<file path="config.mk">
export PLATFORM = sky130hd
export DESIGN_NAME = trapezoid_profile_stepper_rates_unit
export DESIGN_NICKNAME = d
export VERILOG_FILES = /design/src/hdl/tpsr_pkg.sv /design/src/hdl/trapezoid_profile_stepper_rates_unit.sv /design/src/hdl/tpsr_serdiv.sv /design/src/hdl/tpsr_seq.sv
export SDC_FILE = /design/constraint.sdc
export NUM_CORES = 2
export LEC_CHECK = 0
export BUFFER_PORTS_ARGS = -buffer_cell sky130_fd_sc_hd__buf_2
export CORE_ASPECT_RATIO = 2
export CORE_UTILIZATION = 35
export DETAILED_ROUTE_END_ITERATION = 8
export GPL_TIMING_DRIVEN = 0
export PLACE_DENSITY = 0.48
export SYNTH_ARGS = -nofsm -noshare
export SYNTH_HDL_FRONTEND = slang
export SYNTH_SLANG_ARGS = --single-unit
</file>
<file path="constraint.sdc">
create_clock -name clk_i -period 15.45 [get_ports clk_i]
set_input_delay 2.3175 -clock clk_i [delete_from_list [all_inputs] [get_ports clk_i]]
set_output_delay 2.3175 -clock clk_i [all_outputs]
set_load 0.03 [all_outputs]
</file>
<file path="src/hdl/tpsr_pkg.sv">
// Shared types and constants of the trapezoid profile stepper rate unit.
// No dependencies; the top level, tpsr_seq and the bench refer to it by scoped names.
package tpsr_pkg;

  localparam int unsigned DIV_W = 64;

  localparam logic [2:0] REG_ACCEL    = 3'd0;
  localparam logic [2:0] REG_START    = 3'd1;
  localparam logic [2:0] REG_MAX      = 3'd2;
  localparam logic [2:0] REG_END      = 3'd3;
  localparam logic [2:0] REG_DISTANCE = 3'd4;
  localparam logic [2:0] REG_MODE     = 3'd5;
  localparam logic [2:0] REG_CENTRE   = 3'd6;
  localparam logic [2:0] REG_DIAMETER = 3'd7;

  localparam logic [2:0] MODE_FWD_WALL  = 3'd1;
  localparam logic [2:0] MODE_BACK      = 3'd2;
  localparam logic [2:0] MODE_BACK_WALL = 3'd3;
  localparam logic [2:0] MODE_TURN_L    = 3'd4;
  localparam logic [2:0] MODE_TURN_R    = 3'd5;

  localparam logic [1:0] PH_ACCEL  = 2'd0;
  localparam logic [1:0] PH_CRUISE = 2'd1;
  localparam logic [1:0] PH_BRAKE  = 2'd2;

  localparam logic [31:0] TURN_MUL     = 32'd10289152;  // 157 * 65536
  localparam logic [63:0] TURN_ROUND   = 64'd4500;
  localparam logic [63:0] TURN_DIV     = 64'd9000;
  localparam logic [31:0] PERIOD_K     = 32'd157;
  localparam logic [15:0] PERIOD_START = 16'd10000;
  localparam logic [15:0] PERIOD_SLOW  = 16'd65534;
  localparam logic [15:0] PERIOD_LIM   = 16'hFFFF;

  localparam logic [15:0] RST_ACCEL    = 16'd3000;
  localparam logic [11:0] RST_START    = 12'd500;
  localparam logic [11:0] RST_MAX      = 12'd500;
  localparam logic [11:0] RST_END      = 12'd500;
  localparam logic [15:0] RST_DISTANCE = 16'd160;
  localparam logic [2:0]  RST_MODE     = 3'd0;
  localparam logic [11:0] RST_CENTRE   = 12'd0;
  localparam logic [15:0] RST_DIAMETER = 16'd51115;

  typedef struct packed {
    logic [15:0] accel;
    logic [11:0] start_speed;
    logic [11:0] max_speed;
    logic [11:0] end_speed;
    logic [15:0] distance;
    logic [2:0]  motion_mode;
    logic [11:0] centre_speed;
    logic [15:0] wheel_diameter;
  } cfg_t;

  typedef struct packed {
    logic        moving;
    logic        right_dir;
    logic        left_dir;
    logic [15:0] right_period;
    logic [15:0] left_period;
  } res_t;

endpackage

</file>
<file path="src/hdl/trapezoid_profile_stepper_rates_unit.sv">
// Top level: configuration registers, stream ports and output register.
// Depends on tpsr_pkg and tpsr_seq.
//
//  channel   dir  fields
//  s_axis    in   tuser: operation; tdata: wall_correction
//  m_axis    out  tdata: left/right period, left/right dir, moving
//  cfg       in   cfg_we_i, cfg_idx_i, cfg_wdata_i
//
// A turn start scales each register by division; a start with zero accel skips the
// brake division. The tick that ends the move skips the speed division, and a tick
// with a zero wheel speed skips both period divisions.
// One word is in flight at a time; a finished word waits in the output register
// while the next input is taken. Reset loads the register defaults.
module trapezoid_profile_stepper_rates_unit #(
  parameter int unsigned TREAD_WIDTH      = 84,
  parameter int unsigned TICKS_PER_SECOND = 1000
) (
  input  logic        clk_i,
  input  logic        rst_ni,
  input  logic        s_axis_tvalid_i,
  output logic        s_axis_tready_o,
  input  logic [15:0] s_axis_tdata_i,   // [12:0] wall_correction
  input  logic        s_axis_tuser_i,   // [0] operation
  output logic        m_axis_tvalid_o,
  input  logic        m_axis_tready_i,
  output logic [39:0] m_axis_tdata_o,   // [15:0] left_period, [31:16] right_period,
                                        // [32] left_dir, [33] right_dir, [34] moving
  input  logic        cfg_we_i,
  input  logic [2:0]  cfg_idx_i,
  input  logic [15:0] cfg_wdata_i
);

  tpsr_pkg::cfg_t cfg_q;
  tpsr_pkg::res_t res, out_q;
  logic           idle, res_valid, res_ready, out_valid_q;

  always_ff @(posedge clk_i or negedge rst_ni) begin
    if (!rst_ni) begin
      cfg_q.accel          <= tpsr_pkg::RST_ACCEL;
      cfg_q.start_speed    <= tpsr_pkg::RST_START;
      cfg_q.max_speed      <= tpsr_pkg::RST_MAX;
      cfg_q.end_speed      <= tpsr_pkg::RST_END;
      cfg_q.distance       <= tpsr_pkg::RST_DISTANCE;
      cfg_q.motion_mode    <= tpsr_pkg::RST_MODE;
      cfg_q.centre_speed   <= tpsr_pkg::RST_CENTRE;
      cfg_q.wheel_diameter <= tpsr_pkg::RST_DIAMETER;
    end else if (cfg_we_i) begin
      unique case (cfg_idx_i)
        tpsr_pkg::REG_ACCEL:    cfg_q.accel          <= cfg_wdata_i;
        tpsr_pkg::REG_START:    cfg_q.start_speed    <= cfg_wdata_i[11:0];
        tpsr_pkg::REG_MAX:      cfg_q.max_speed      <= cfg_wdata_i[11:0];
        tpsr_pkg::REG_END:      cfg_q.end_speed      <= cfg_wdata_i[11:0];
        tpsr_pkg::REG_DISTANCE: cfg_q.distance       <= cfg_wdata_i;
        tpsr_pkg::REG_MODE:     cfg_q.motion_mode    <= cfg_wdata_i[2:0];
        tpsr_pkg::REG_CENTRE:   cfg_q.centre_speed   <= cfg_wdata_i[11:0];
        tpsr_pkg::REG_DIAMETER: cfg_q.wheel_diameter <= cfg_wdata_i;
        default: ;
      endcase
    end
  end

  tpsr_seq #(
    .TREAD_WIDTH      (TREAD_WIDTH),
    .TICKS_PER_SECOND (TICKS_PER_SECOND)
  ) u_seq (
    .clk_i       (clk_i),
    .rst_ni      (rst_ni),
    .cfg_i       (cfg_q),
    .start_i     (s_axis_tvalid_i && idle),
    .op_i        (s_axis_tuser_i),
    .wall_i      ($signed(s_axis_tdata_i[12:0])),
    .idle_o      (idle),
    .res_valid_o (res_valid),
    .res_ready_i (res_ready),
    .res_o       (res)
  );

  assign res_ready = !out_valid_q || m_axis_tready_i;

  always_ff @(posedge clk_i or negedge rst_ni) begin
    if (!rst_ni) out_valid_q <= 1'b0;
    else if (res_ready) out_valid_q <= res_valid;
  end

  always_ff @(posedge clk_i) begin
    if (res_ready && res_valid) out_q <= res;
  end

  assign s_axis_tready_o = idle;
  assign m_axis_tvalid_o = out_valid_q;
  assign m_axis_tdata_o  = {5'b0, out_q};

endmodule

</file>
<file path="src/hdl/tpsr_serdiv.sv">
// Unsigned restoring divider, one quotient bit per cycle.
// Standalone; used by tpsr_seq.
module tpsr_serdiv #(
  parameter int unsigned W = 64
) (
  input  logic         clk_i,
  input  logic         rst_ni,
  input  logic         start_i,
  input  logic [W-1:0] dividend_i,
  input  logic [W-1:0] divisor_i,
  output logic         done_o,
  output logic [W-1:0] quotient_o
);

  localparam int unsigned CW = $clog2(W);

  logic [W-1:0]  quo_q, dvs_q;
  logic [W:0]    rem_q, rem_sh, rem_sub;
  logic [CW-1:0] cnt_q;
  logic          busy_q, done_q, fits;

  assign rem_sh  = {rem_q[W-1:0], quo_q[W-1]};
  assign fits    = rem_sh >= {1'b0, dvs_q};
  assign rem_sub = rem_sh - {1'b0, dvs_q};

  always_ff @(posedge clk_i or negedge rst_ni) begin
    if (!rst_ni) begin
      busy_q <= 1'b0;
      done_q <= 1'b0;
      cnt_q  <= '0;
    end else if (start_i) begin
      busy_q <= 1'b1;
      done_q <= 1'b0;
      cnt_q  <= '0;
    end else if (busy_q) begin
      cnt_q <= cnt_q + 1'b1;
      if (cnt_q == CW'(W - 1)) begin
        busy_q <= 1'b0;
        done_q <= 1'b1;
      end
    end else begin
      done_q <= 1'b0;
    end
  end

  always_ff @(posedge clk_i) begin
    if (start_i) begin
      quo_q <= dividend_i;
      dvs_q <= divisor_i;
      rem_q <= '0;
    end else if (busy_q) begin
      rem_q <= fits ? rem_sub : rem_sh;
      quo_q <= {quo_q[W-2:0], fits};
    end
  end

  assign done_o     = done_q;
  assign quotient_o = quo_q;

endmodule

</file>
<file path="src/hdl/tpsr_seq.sv">
// Profile sequencer: move setup, profile ticks and wheel periods.
// Depends on tpsr_pkg and tpsr_serdiv.
module tpsr_seq #(
  parameter int unsigned TREAD_WIDTH      = 84,
  parameter int unsigned TICKS_PER_SECOND = 1000
) (
  input  logic               clk_i,
  input  logic               rst_ni,
  input  tpsr_pkg::cfg_t     cfg_i,
  input  logic               start_i,
  input  logic               op_i,
  input  logic signed [12:0] wall_i,
  output logic               idle_o,
  output logic               res_valid_o,
  input  logic               res_ready_i,
  output tpsr_pkg::res_t     res_o
);

  localparam logic [4:0] ST_IDLE  = 5'd0;
  localparam logic [4:0] ST_CVT   = 5'd1;
  localparam logic [4:0] ST_CVTD  = 5'd2;
  localparam logic [4:0] ST_CVTS  = 5'd3;
  localparam logic [4:0] ST_STEP  = 5'd4;
  localparam logic [4:0] ST_SQ1   = 5'd5;
  localparam logic [4:0] ST_SQ2   = 5'd6;
  localparam logic [4:0] ST_NUM   = 5'd7;
  localparam logic [4:0] ST_BRK   = 5'd8;
  localparam logic [4:0] ST_INIT  = 5'd9;
  localparam logic [4:0] ST_TICK  = 5'd10;
  localparam logic [4:0] ST_ADV   = 5'd11;
  localparam logic [4:0] ST_WHEEL = 5'd12;
  localparam logic [4:0] ST_HALF  = 5'd13;
  localparam logic [4:0] ST_PNUM  = 5'd14;
  localparam logic [4:0] ST_PR    = 5'd15;
  localparam logic [4:0] ST_PL    = 5'd16;
  localparam logic [4:0] ST_PF    = 5'd17;
  localparam logic [4:0] ST_DONE  = 5'd18;
  localparam logic [4:0] ST_DIVW  = 5'd19;

  localparam int unsigned DW = tpsr_pkg::DIV_W;

  logic [4:0]  state_q, state_d, ret_q;
  logic [2:0]  k_q;
  logic [31:0] qv_q [5];
  logic [31:0] step_q, pos_q;
  logic signed [31:0] speed_q, brake_q;
  logic [63:0] sqa_q, prod_q;
  logic        neg_q, active_q, turn_q, wallm_q, back_q, rsgn_q, lway_q, rway_q, qr_ok_q;
  logic signed [12:0] wallc_q;
  logic [1:0]  phase_q;
  logic signed [41:0] rw_q, lw_q;
  logic [15:0] lcnt_q, rcnt_q, qr_q;

  logic          mul_en;
  logic [31:0]   mul_a, mul_b;
  logic          div_go, div_done;
  logic [DW-1:0] div_dvd, div_dvs, div_quo;

  logic [31:0] cvt_v, spd_mag;
  logic signed [33:0] togo;
  logic        far, below_max, above_end;
  logic signed [64:0] num;
  logic        num_neg;
  logic [63:0] num_mag;
  logic [41:0] r_mag, l_mag;
  logic signed [33:0] pos_n;
  logic signed [32:0] spd_n;
  logic signed [41:0] spd42, w42, g42, h42, half, r_t, l_t, r_n, l_n;
  logic        ql_ok;

  tpsr_serdiv #(.W(DW)) u_div (
    .clk_i      (clk_i),
    .rst_ni     (rst_ni),
    .start_i    (div_go),
    .dividend_i (div_dvd),
    .divisor_i  (div_dvs),
    .done_o     (div_done),
    .quotient_o (div_quo)
  );

  always_comb begin
    unique case (k_q)
      3'd0:    cvt_v = {16'b0, cfg_i.accel};
      3'd1:    cvt_v = {20'b0, cfg_i.start_speed};
      3'd2:    cvt_v = {20'b0, cfg_i.max_speed};
      3'd3:    cvt_v = {20'b0, cfg_i.end_speed};
      3'd4:    cvt_v = {16'b0, cfg_i.distance};
      default: cvt_v = '0;
    endcase
  end

  assign spd_mag   = speed_q[31] ? 32'(-speed_q) : 32'(speed_q);
  assign togo      = $signed({2'b0, qv_q[4]}) - $signed({2'b0, pos_q});
  assign far       = togo > $signed({{2{brake_q[31]}}, brake_q});
  assign below_max = $signed({speed_q[31], speed_q}) < $signed({1'b0, qv_q[2]});
  assign above_end = $signed({speed_q[31], speed_q}) > $signed({1'b0, qv_q[3]});

  assign num     = $signed({1'b0, sqa_q}) - $signed({1'b0, prod_q});
  assign num_neg = num[64];
  assign num_mag = num_neg ? 64'(-num) : num[63:0];

  assign r_mag = rw_q[41] ? 42'(-rw_q) : 42'(rw_q);
  assign l_mag = lw_q[41] ? 42'(-lw_q) : 42'(lw_q);

  assign pos_n = $signed({2'b0, pos_q})
               + (speed_q[31] ? -$signed({2'b0, div_quo[31:0]})
                              :  $signed({2'b0, div_quo[31:0]}));
  assign spd_n = (phase_q == tpsr_pkg::PH_BRAKE)
               ? $signed({speed_q[31], speed_q}) - $signed({1'b0, step_q})
               : $signed({speed_q[31], speed_q}) + $signed({1'b0, step_q});

  assign spd42 = {{10{speed_q[31]}}, speed_q};
  assign w42   = wallm_q ? {{13{wallc_q[12]}}, wallc_q, 16'b0} : '0;
  assign g42   = {14'b0, cfg_i.centre_speed, 16'b0};
  assign h42   = {3'b0, prod_q[39:1]};
  assign half  = (speed_q[31] ^ rsgn_q) ? -h42 : h42;
  assign r_t   = g42 + half;
  assign l_t   = g42 - half;
  assign r_n   = spd42 - w42;
  assign l_n   = spd42 + w42;
  assign ql_ok = (div_quo[63:16] == '0) && (div_quo[15:0] != tpsr_pkg::PERIOD_LIM);

  always_comb begin
    state_d = state_q;
    mul_en  = 1'b0;
    mul_a   = '0;
    mul_b   = '0;
    div_go  = 1'b0;
    div_dvd = '0;
    div_dvs = '0;
    unique case (state_q)
      ST_IDLE: begin
        if (start_i) begin
          if (op_i) state_d = ST_CVT;
          else if (active_q) state_d = ST_TICK;
          else state_d = ST_DONE;
        end
      end
      ST_CVT: begin
        if (turn_q) begin
          mul_en  = 1'b1;
          mul_a   = cvt_v;
          mul_b   = tpsr_pkg::TURN_MUL;
          state_d = ST_CVTD;
        end else if (k_q == 3'd4) begin
          state_d = ST_STEP;
        end
      end
      ST_CVTD: begin
        div_go  = 1'b1;
        div_dvd = prod_q + tpsr_pkg::TURN_ROUND;
        div_dvs = tpsr_pkg::TURN_DIV;
        state_d = ST_DIVW;
      end
      ST_CVTS: state_d = (k_q == 3'd4) ? ST_STEP : ST_CVT;
      ST_STEP: begin
        div_go  = 1'b1;
        div_dvd = {32'b0, qv_q[0]};
        div_dvs = DW'(TICKS_PER_SECOND);
        state_d = ST_DIVW;
      end
      ST_SQ1: begin
        mul_en  = 1'b1;
        mul_a   = qv_q[2];
        mul_b   = qv_q[2];
        state_d = ST_SQ2;
      end
      ST_SQ2: begin
        mul_en  = 1'b1;
        mul_a   = qv_q[3];
        mul_b   = qv_q[3];
        state_d = ST_NUM;
      end
      ST_NUM: begin
        if (qv_q[0] == '0) begin
          state_d = ST_INIT;
        end else begin
          div_go  = 1'b1;
          div_dvd = num_mag;
          div_dvs = {31'b0, qv_q[0], 1'b0};
          state_d = ST_DIVW;
        end
      end
      ST_BRK:  state_d = ST_INIT;
      ST_INIT: state_d = ST_DONE;
      ST_TICK: begin
        if (far || above_end) begin
          div_go  = 1'b1;
          div_dvd = {32'b0, spd_mag};
          div_dvs = DW'(TICKS_PER_SECOND);
          state_d = ST_DIVW;
        end else begin
          state_d = ST_WHEEL;
        end
      end
      ST_ADV: state_d = ST_WHEEL;
      ST_WHEEL: begin
        if (turn_q) begin
          mul_en  = 1'b1;
          mul_a   = 32'(TREAD_WIDTH);
          mul_b   = spd_mag;
          state_d = ST_HALF;
        end else begin
          state_d = ST_PNUM;
        end
      end
      ST_HALF: state_d = ST_PNUM;
      ST_PNUM: begin
        mul_en  = 1'b1;
        mul_a   = tpsr_pkg::PERIOD_K;
        mul_b   = {16'b0, cfg_i.wheel_diameter};
        state_d = ST_PR;
      end
      ST_PR: begin
        if (r_mag == '0 || l_mag == '0) begin
          state_d = ST_DONE;
        end else begin
          div_go  = 1'b1;
          div_dvd = {prod_q[47:0], 16'b0};
          div_dvs = {21'b0, r_mag, 1'b0};
          state_d = ST_DIVW;
        end
      end
      ST_PL: begin
        div_go  = 1'b1;
        div_dvd = {prod_q[47:0], 16'b0};
        div_dvs = {21'b0, l_mag, 1'b0};
        state_d = ST_DIVW;
      end
      ST_PF:   state_d = ST_DONE;
      ST_DONE: if (res_ready_i) state_d = ST_IDLE;
      ST_DIVW: if (div_done) state_d = ret_q;
      default: state_d = ST_IDLE;
    endcase
  end

  always_ff @(posedge clk_i or negedge rst_ni) begin
    if (!rst_ni) begin
      state_q  <= ST_IDLE;
      ret_q    <= ST_IDLE;
      k_q      <= '0;
      active_q <= 1'b0;
      pos_q    <= '0;
      speed_q  <= '0;
      brake_q  <= '0;
      lcnt_q   <= tpsr_pkg::PERIOD_START;
      rcnt_q   <= tpsr_pkg::PERIOD_START;
      lway_q   <= 1'b0;
      rway_q   <= 1'b0;
      turn_q   <= 1'b0;
      wallm_q  <= 1'b0;
      back_q   <= 1'b0;
      rsgn_q   <= 1'b0;
    end else begin
      state_q <= state_d;
      unique case (state_q)
        ST_IDLE: begin
          if (start_i && op_i) begin
            k_q     <= '0;
            turn_q  <= cfg_i.motion_mode == tpsr_pkg::MODE_TURN_L
                    || cfg_i.motion_mode == tpsr_pkg::MODE_TURN_R;
            wallm_q <= cfg_i.motion_mode == tpsr_pkg::MODE_FWD_WALL
                    || cfg_i.motion_mode == tpsr_pkg::MODE_BACK_WALL;
            back_q  <= cfg_i.motion_mode == tpsr_pkg::MODE_BACK
                    || cfg_i.motion_mode == tpsr_pkg::MODE_BACK_WALL;
            rsgn_q  <= cfg_i.motion_mode == tpsr_pkg::MODE_TURN_R;
          end
        end
        ST_CVT:  if (!turn_q && k_q != 3'd4) k_q <= k_q + 1'b1;
        ST_CVTD: ret_q <= ST_CVTS;
        ST_CVTS: if (k_q != 3'd4) k_q <= k_q + 1'b1;
        ST_STEP: ret_q <= ST_SQ1;
        ST_NUM: begin
          ret_q <= ST_BRK;
          if (qv_q[0] == '0) brake_q <= num_neg ? 32'sh8000_0000 : 32'sh7FFF_FFFF;
        end
        ST_BRK: begin
          if (neg_q) begin
            if (div_quo[63:32] != '0 || (div_quo[31] && div_quo[30:0] != '0))
              brake_q <= 32'sh8000_0000;
            else
              brake_q <= $signed(32'(-div_quo[31:0]));
          end else begin
            if (div_quo[63:31] != '0) brake_q <= 32'sh7FFF_FFFF;
            else brake_q <= $signed(div_quo[31:0]);
          end
        end
        ST_INIT: begin
          speed_q  <= $signed(qv_q[1]);
          pos_q    <= '0;
          active_q <= 1'b1;
          lcnt_q   <= tpsr_pkg::PERIOD_START;
          rcnt_q   <= tpsr_pkg::PERIOD_START;
        end
        ST_TICK: begin
          ret_q <= ST_ADV;
          if (!(far || above_end)) active_q <= 1'b0;
        end
        ST_ADV: begin
          if (pos_n[33]) pos_q <= '0;
          else if (pos_n[32]) pos_q <= '1;
          else pos_q <= pos_n[31:0];
          if (phase_q != tpsr_pkg::PH_CRUISE) begin
            if (spd_n[32] != spd_n[31])
              speed_q <= spd_n[32] ? 32'sh8000_0000 : 32'sh7FFF_FFFF;
            else
              speed_q <= spd_n[31:0];
          end
        end
        ST_WHEEL: begin
          if (!turn_q) begin
            rway_q <= back_q ? 1'b1 : r_n[41];
            lway_q <= back_q ? 1'b0 : !l_n[41];
          end
        end
        ST_HALF: begin
          rway_q <= r_t[41];
          lway_q <= !l_t[41];
        end
        ST_PR: begin
          ret_q <= ST_PL;
          if (r_mag == '0 || l_mag == '0) begin
            lcnt_q <= tpsr_pkg::PERIOD_SLOW;
            rcnt_q <= tpsr_pkg::PERIOD_SLOW;
          end
        end
        ST_PL: ret_q <= ST_PF;
        ST_PF: begin
          if (qr_ok_q && ql_ok) begin
            rcnt_q <= qr_q;
            lcnt_q <= div_quo[15:0];
          end else begin
            rcnt_q <= tpsr_pkg::PERIOD_SLOW;
            lcnt_q <= tpsr_pkg::PERIOD_SLOW;
          end
        end
        default: ;
      endcase
    end
  end

  always_ff @(posedge clk_i) begin
    if (mul_en) prod_q <= 64'(mul_a) * 64'(mul_b);
    if (state_q == ST_IDLE && start_i) wallc_q <= wall_i;
    if (state_q == ST_CVT && !turn_q) qv_q[k_q] <= {cvt_v[15:0], 16'b0};
    if (state_q == ST_CVTS) qv_q[k_q] <= div_quo[31:0];
    if (state_q == ST_SQ1) step_q <= div_quo[31:0];
    if (state_q == ST_SQ2) sqa_q <= prod_q;
    if (state_q == ST_NUM) neg_q <= num_neg;
    if (state_q == ST_TICK) begin
      if (below_max && far) phase_q <= tpsr_pkg::PH_ACCEL;
      else if (far) phase_q <= tpsr_pkg::PH_CRUISE;
      else phase_q <= tpsr_pkg::PH_BRAKE;
    end
    if (state_q == ST_WHEEL && !turn_q) begin
      rw_q <= r_n;
      lw_q <= l_n;
    end
    if (state_q == ST_HALF) begin
      rw_q <= r_t;
      lw_q <= l_t;
    end
    if (state_q == ST_PL) begin
      qr_q    <= div_quo[15:0];
      qr_ok_q <= ql_ok;
    end
  end

  assign idle_o      = state_q == ST_IDLE;
  assign res_valid_o = state_q == ST_DONE;
  assign res_o       = '{moving: active_q, right_dir: rway_q, left_dir: lway_q,
                         right_period: rcnt_q, left_period: lcnt_q};

endmodule

</file>
==> impl_metrics.env <==
export IMPL_drtAntennaViolNets=0
export IMPL_via_per_inst=5.82
export IMPL_dpl_cell_count=14000
export IMPL_path_class="reg -> reg"
export IMPL_routed_wl_mm=504
export IMPL_slew_viol_final=15
export IMPL_required_ps=15950
export IMPL_hold_depth=0
export IMPL_synth_cell_type_count=102
export IMPL_rsz0062_at_grt="false"
export IMPL_die_x_microns=368
export IMPL_max_freq_ghz=0.0653
export IMPL_grt_pass1_wl_mm=686
export IMPL_finish_utilization_pct=38.7
export IMPL_synth_edf_count=577
export IMPL_clk_pin_slew_worst_paths_ps=70
export IMPL_violations="DRC, capacitance limit, slew limit"
export IMPL_vdd_drop_max_mv=0.115
export IMPL_crit_fanout=10
export IMPL_grt_antenna_before_repair=51
export IMPL_grt_pass1_vias=86900
export IMPL_drc_errors=9
export IMPL_final_cell_mix="inv_1 (1560), nand2_1 (1133), fa_1 (903)"
export IMPL_synth_seq_cells=897
export IMPL_rows=268
export IMPL_core_area_sq_um=266000
export IMPL_ys_seq_area_share_pct=26.7
export IMPL_worst_clock_skew_ps=87.5
export IMPL_worst_slew_pin_slew_ps=1540
export IMPL_area_delta_synth_final_pct=9.80
export IMPL_r2r_end="u_seq.prod_q[62]"
export IMPL_fin_cells=14300
export IMPL_grt_ovfl_total=0
export IMPL_grt_max_degree=117
export IMPL_synth_cell_area_sq_um=93700
export IMPL_firstDrtPassIters=9
export IMPL_setup_viol=0
export IMPL_slowest_stage="fa_1"
export IMPL_arrival_ps=15810
export IMPL_regToRegSetupSlack_ps=140
export IMPL_die_area_sq_um=270000
export IMPL_top_layer_used="met5"
export IMPL_fillCellCount=27300
export IMPL_finalCriticalPeriod_ps=15310
export IMPL_worstRegToRegCells=38
export IMPL_start_util_pct=35.2
export IMPL_rr_startpoint="u_seq.speed_q[0]"
export IMPL_leakagePower_uw=0.0469
export IMPL_yosysWarnings=0
export IMPL_clock_path_buffers=3
export IMPL_drive_above_1_share_pct=6.21
export IMPL_min_from="u_seq.prod_q[23]"
export IMPL_synthCells=10400
export IMPL_first_iter_violations=6279
export IMPL_num_nets_final=12200
export IMPL_wl_met1_mm=142
export IMPL_htreeDepth=3
export IMPL_hold_viol=0
export IMPL_final_common_cell="inv_1"
export IMPL_cpMostUsedCell="fa_1"
export IMPL_dpl_worst_slack_ps=-1060
export IMPL_met2_length_mm=255
export IMPL_end_kind="flop"
export IMPL_status="complete, but fails checks"
export IMPL_io_buffers=72
export IMPL_hold_path_class="reg -> reg"
export IMPL_drv_cap=6
export IMPL_synth_ff_type="edfxtp_1"
export IMPL_critical_path_max_stage_delay_ps=1340
export IMPL_min_to="u_seq.sqa_q[23]"
export IMPL_cts_tree="done"
export IMPL_async_flop_share_pct=28.5
export IMPL_holdBufCountCts=0
export IMPL_cts_num_sinks=897
export IMPL_power_density_nw_per_um2=52.6
export IMPL_startpoint_type="flop"
export IMPL_worst_path_buf_inv=5
export IMPL_vias=82900
export IMPL_place_hpwl_mm=417
export IMPL_period_share_pct=99.1
export IMPL_max_slew_margin_pct=-3.65
export IMPL_cts_root_buf="clkbuf_16"
export IMPL_insertion_delay_ps=800
export IMPL_ioPinCount=83
export IMPL_synth_avg_cell_area_sq_um=9.03
export IMPL_path_delay_family="adder cells"
export IMPL_die_y_microns=734
export IMPL_setup_ws_ps=143
export IMPL_gp_congestion=1.07
export IMPL_wire_per_inst_microns=35.4
export IMPL_numCtsBuffers=89
export IMPL_wl_met3_mm=29.4
export IMPL_p_total_uw=5410
export IMPL_whs_ps=444
export IMPL_grt_usage_pct=37.0
logic make-up (layout without fill, tap and decap cells):
kind of cell / count (synthesis) / count (layout) / share of synthesized area, %
other: 1 / 52 / 0.00400
AO/OA/AOI/OAI: 2136 / 2136 / 15.0
multiplexers: 133 / 133 / 1.57
adder cells (fa/ha/maj): 1539 / 1539 / 27.8
buffers and inverters: 2061 / 2367 / 8.35
XOR/XNOR: 649 / 649 / 6.06
AND/OR/NAND/NOR: 2968 / 2968 / 14.5
flip-flops: 897 / 897 / 26.7
state kept, by name (all words and copies together) (netlist names), 32 cells and up:
| signal | cells |
|---|---|
| cfg_q | 99 |
| m_axis_tdata_o | 35 |
| u_seq.brake_q | 32 |
| u_seq.lw_q | 42 |
| u_seq.pos_q | 32 |
| u_seq.prod_q | 64 |
| u_seq.qv_q | 160 |
| u_seq.rw_q | 41 |
| u_seq.speed_q | 32 |
| u_seq.sqa_q | 64 |
| u_seq.step_q | 32 |
| u_seq.u_div.dvs_q | 42 |
| u_seq.u_div.quotient_o | 64 |
| u_seq.u_div.rem_q | 64 |
per-layer routing:
metal / vias to the layer above / GRT usage (%)
met5: - / 0.0356
met3: 2039 / 8.14
met2: 3711 / 65.7
li1: 35600 / -
met1: 41500 / 30.6
met4: 32 / 46.4
how the worst max path moves through the flow:
| stage | slack [ps] | cells past startpoint | to | from |
|---|---|---|---|---|
| 2_1_floorplan | 3060 | 36 | u_seq.prod_q[62] | u_seq.state_q[4] |
| 3_3_place_gp | -5290 | 36 | u_seq.prod_q[62] | u_seq.state_q[4] |
| 3_5_place_dp | -1060 | 37 | u_seq.prod_q[62] | u_seq.state_q[1] |
| 4_1_cts | 20 | 37 | u_seq.prod_q[62] | u_seq.state_q[1] |
| 5_1_grt | 10 | 40 | u_seq.prod_q[62] | u_seq.speed_q[0] |
| 6_report | 140 | 38 | u_seq.prod_q[62] | u_seq.speed_q[0] |
repair_timing:
item	in CTS	in global routing
gates resized for setup	11	47
pin swaps	0	1
setup buffers	0	2
cloned	0	0
endpoints found under the setup margin	15	6
through the flow:
step	setup TNS [ps]	cell area, sq um
after global placement	-136890	98500
after detailed placement	-6190	99500
after floorplan	0	93800
after CTS	0	103000
after global routing	0	103000
final	0	103000
synth_stat cells, drive strengths merged (21+ instances only):
cell	n	share of area (%)
nor3	130	0.69
xor2	180	1.7
nor2	868	3.5
a21o	187	1.5
a211oi	71	0.67
a222oi	50	0.53
or4	36	0.29
a21oi	543	2.9
dfxtp	64	1.4
o31ai	66	0.53
and4	21	0.20
buf	50	0.29
fa	904	19
nor2b	58	0.39
nand4	89	0.59
dfstp	47	1.3
o311ai	29	0.27
nand2	1136	4.6
inv	1563	6.3
edfxtp	577	18
mux2	113	1.4
o21ai	530	2.8
a221o	48	0.51
nor4	98	0.71
dfrtp	209	5.6
nand3	151	0.82
or3	76	0.51
o21a	39	0.31
o41ai	33	0.32
ha	635	8.5
a22o	30	0.28
xnor2	469	4.4
and3	53	0.35
clkbuf	437	1.8
and2	60	0.40
o21bai	62	0.50
nand2b	84	0.56
o211ai	44	0.35
a31oi	68	0.45
a22oi	95	0.76
or2	28	0.19
a221oi	37	0.35
worst register-to-register path, delay by kind of cell (launching register included):
kind,cells,cell delay (ps)
simple gates,9,2530
buf+inv,5,1820
flops,1,530
compound gates,12,3980
fa+ha+maj,10,5650
xor+xnor,2,540
power breakdown:
part           internal, uW  switching (uW)
combinational           107             189
clock                  1270            1160
sequential             2620            72.1
total                  3990            1420
area by class of cell:
cell class                 count  area (sq um)  area share [%]
timing repair buffer         147          1200            1.16
tap                         3510          4390            4.27
multi-input combinational   7430         61100            59.4
inverter                    1574          5910            5.74
sequential                   897         25100            24.4
antenna                       47           118           0.114
clock buffer                 105          2420            2.35
buffer                       483          1950            1.90
clock inverter                58           721           0.700
(Power assumes the default switching activity.)
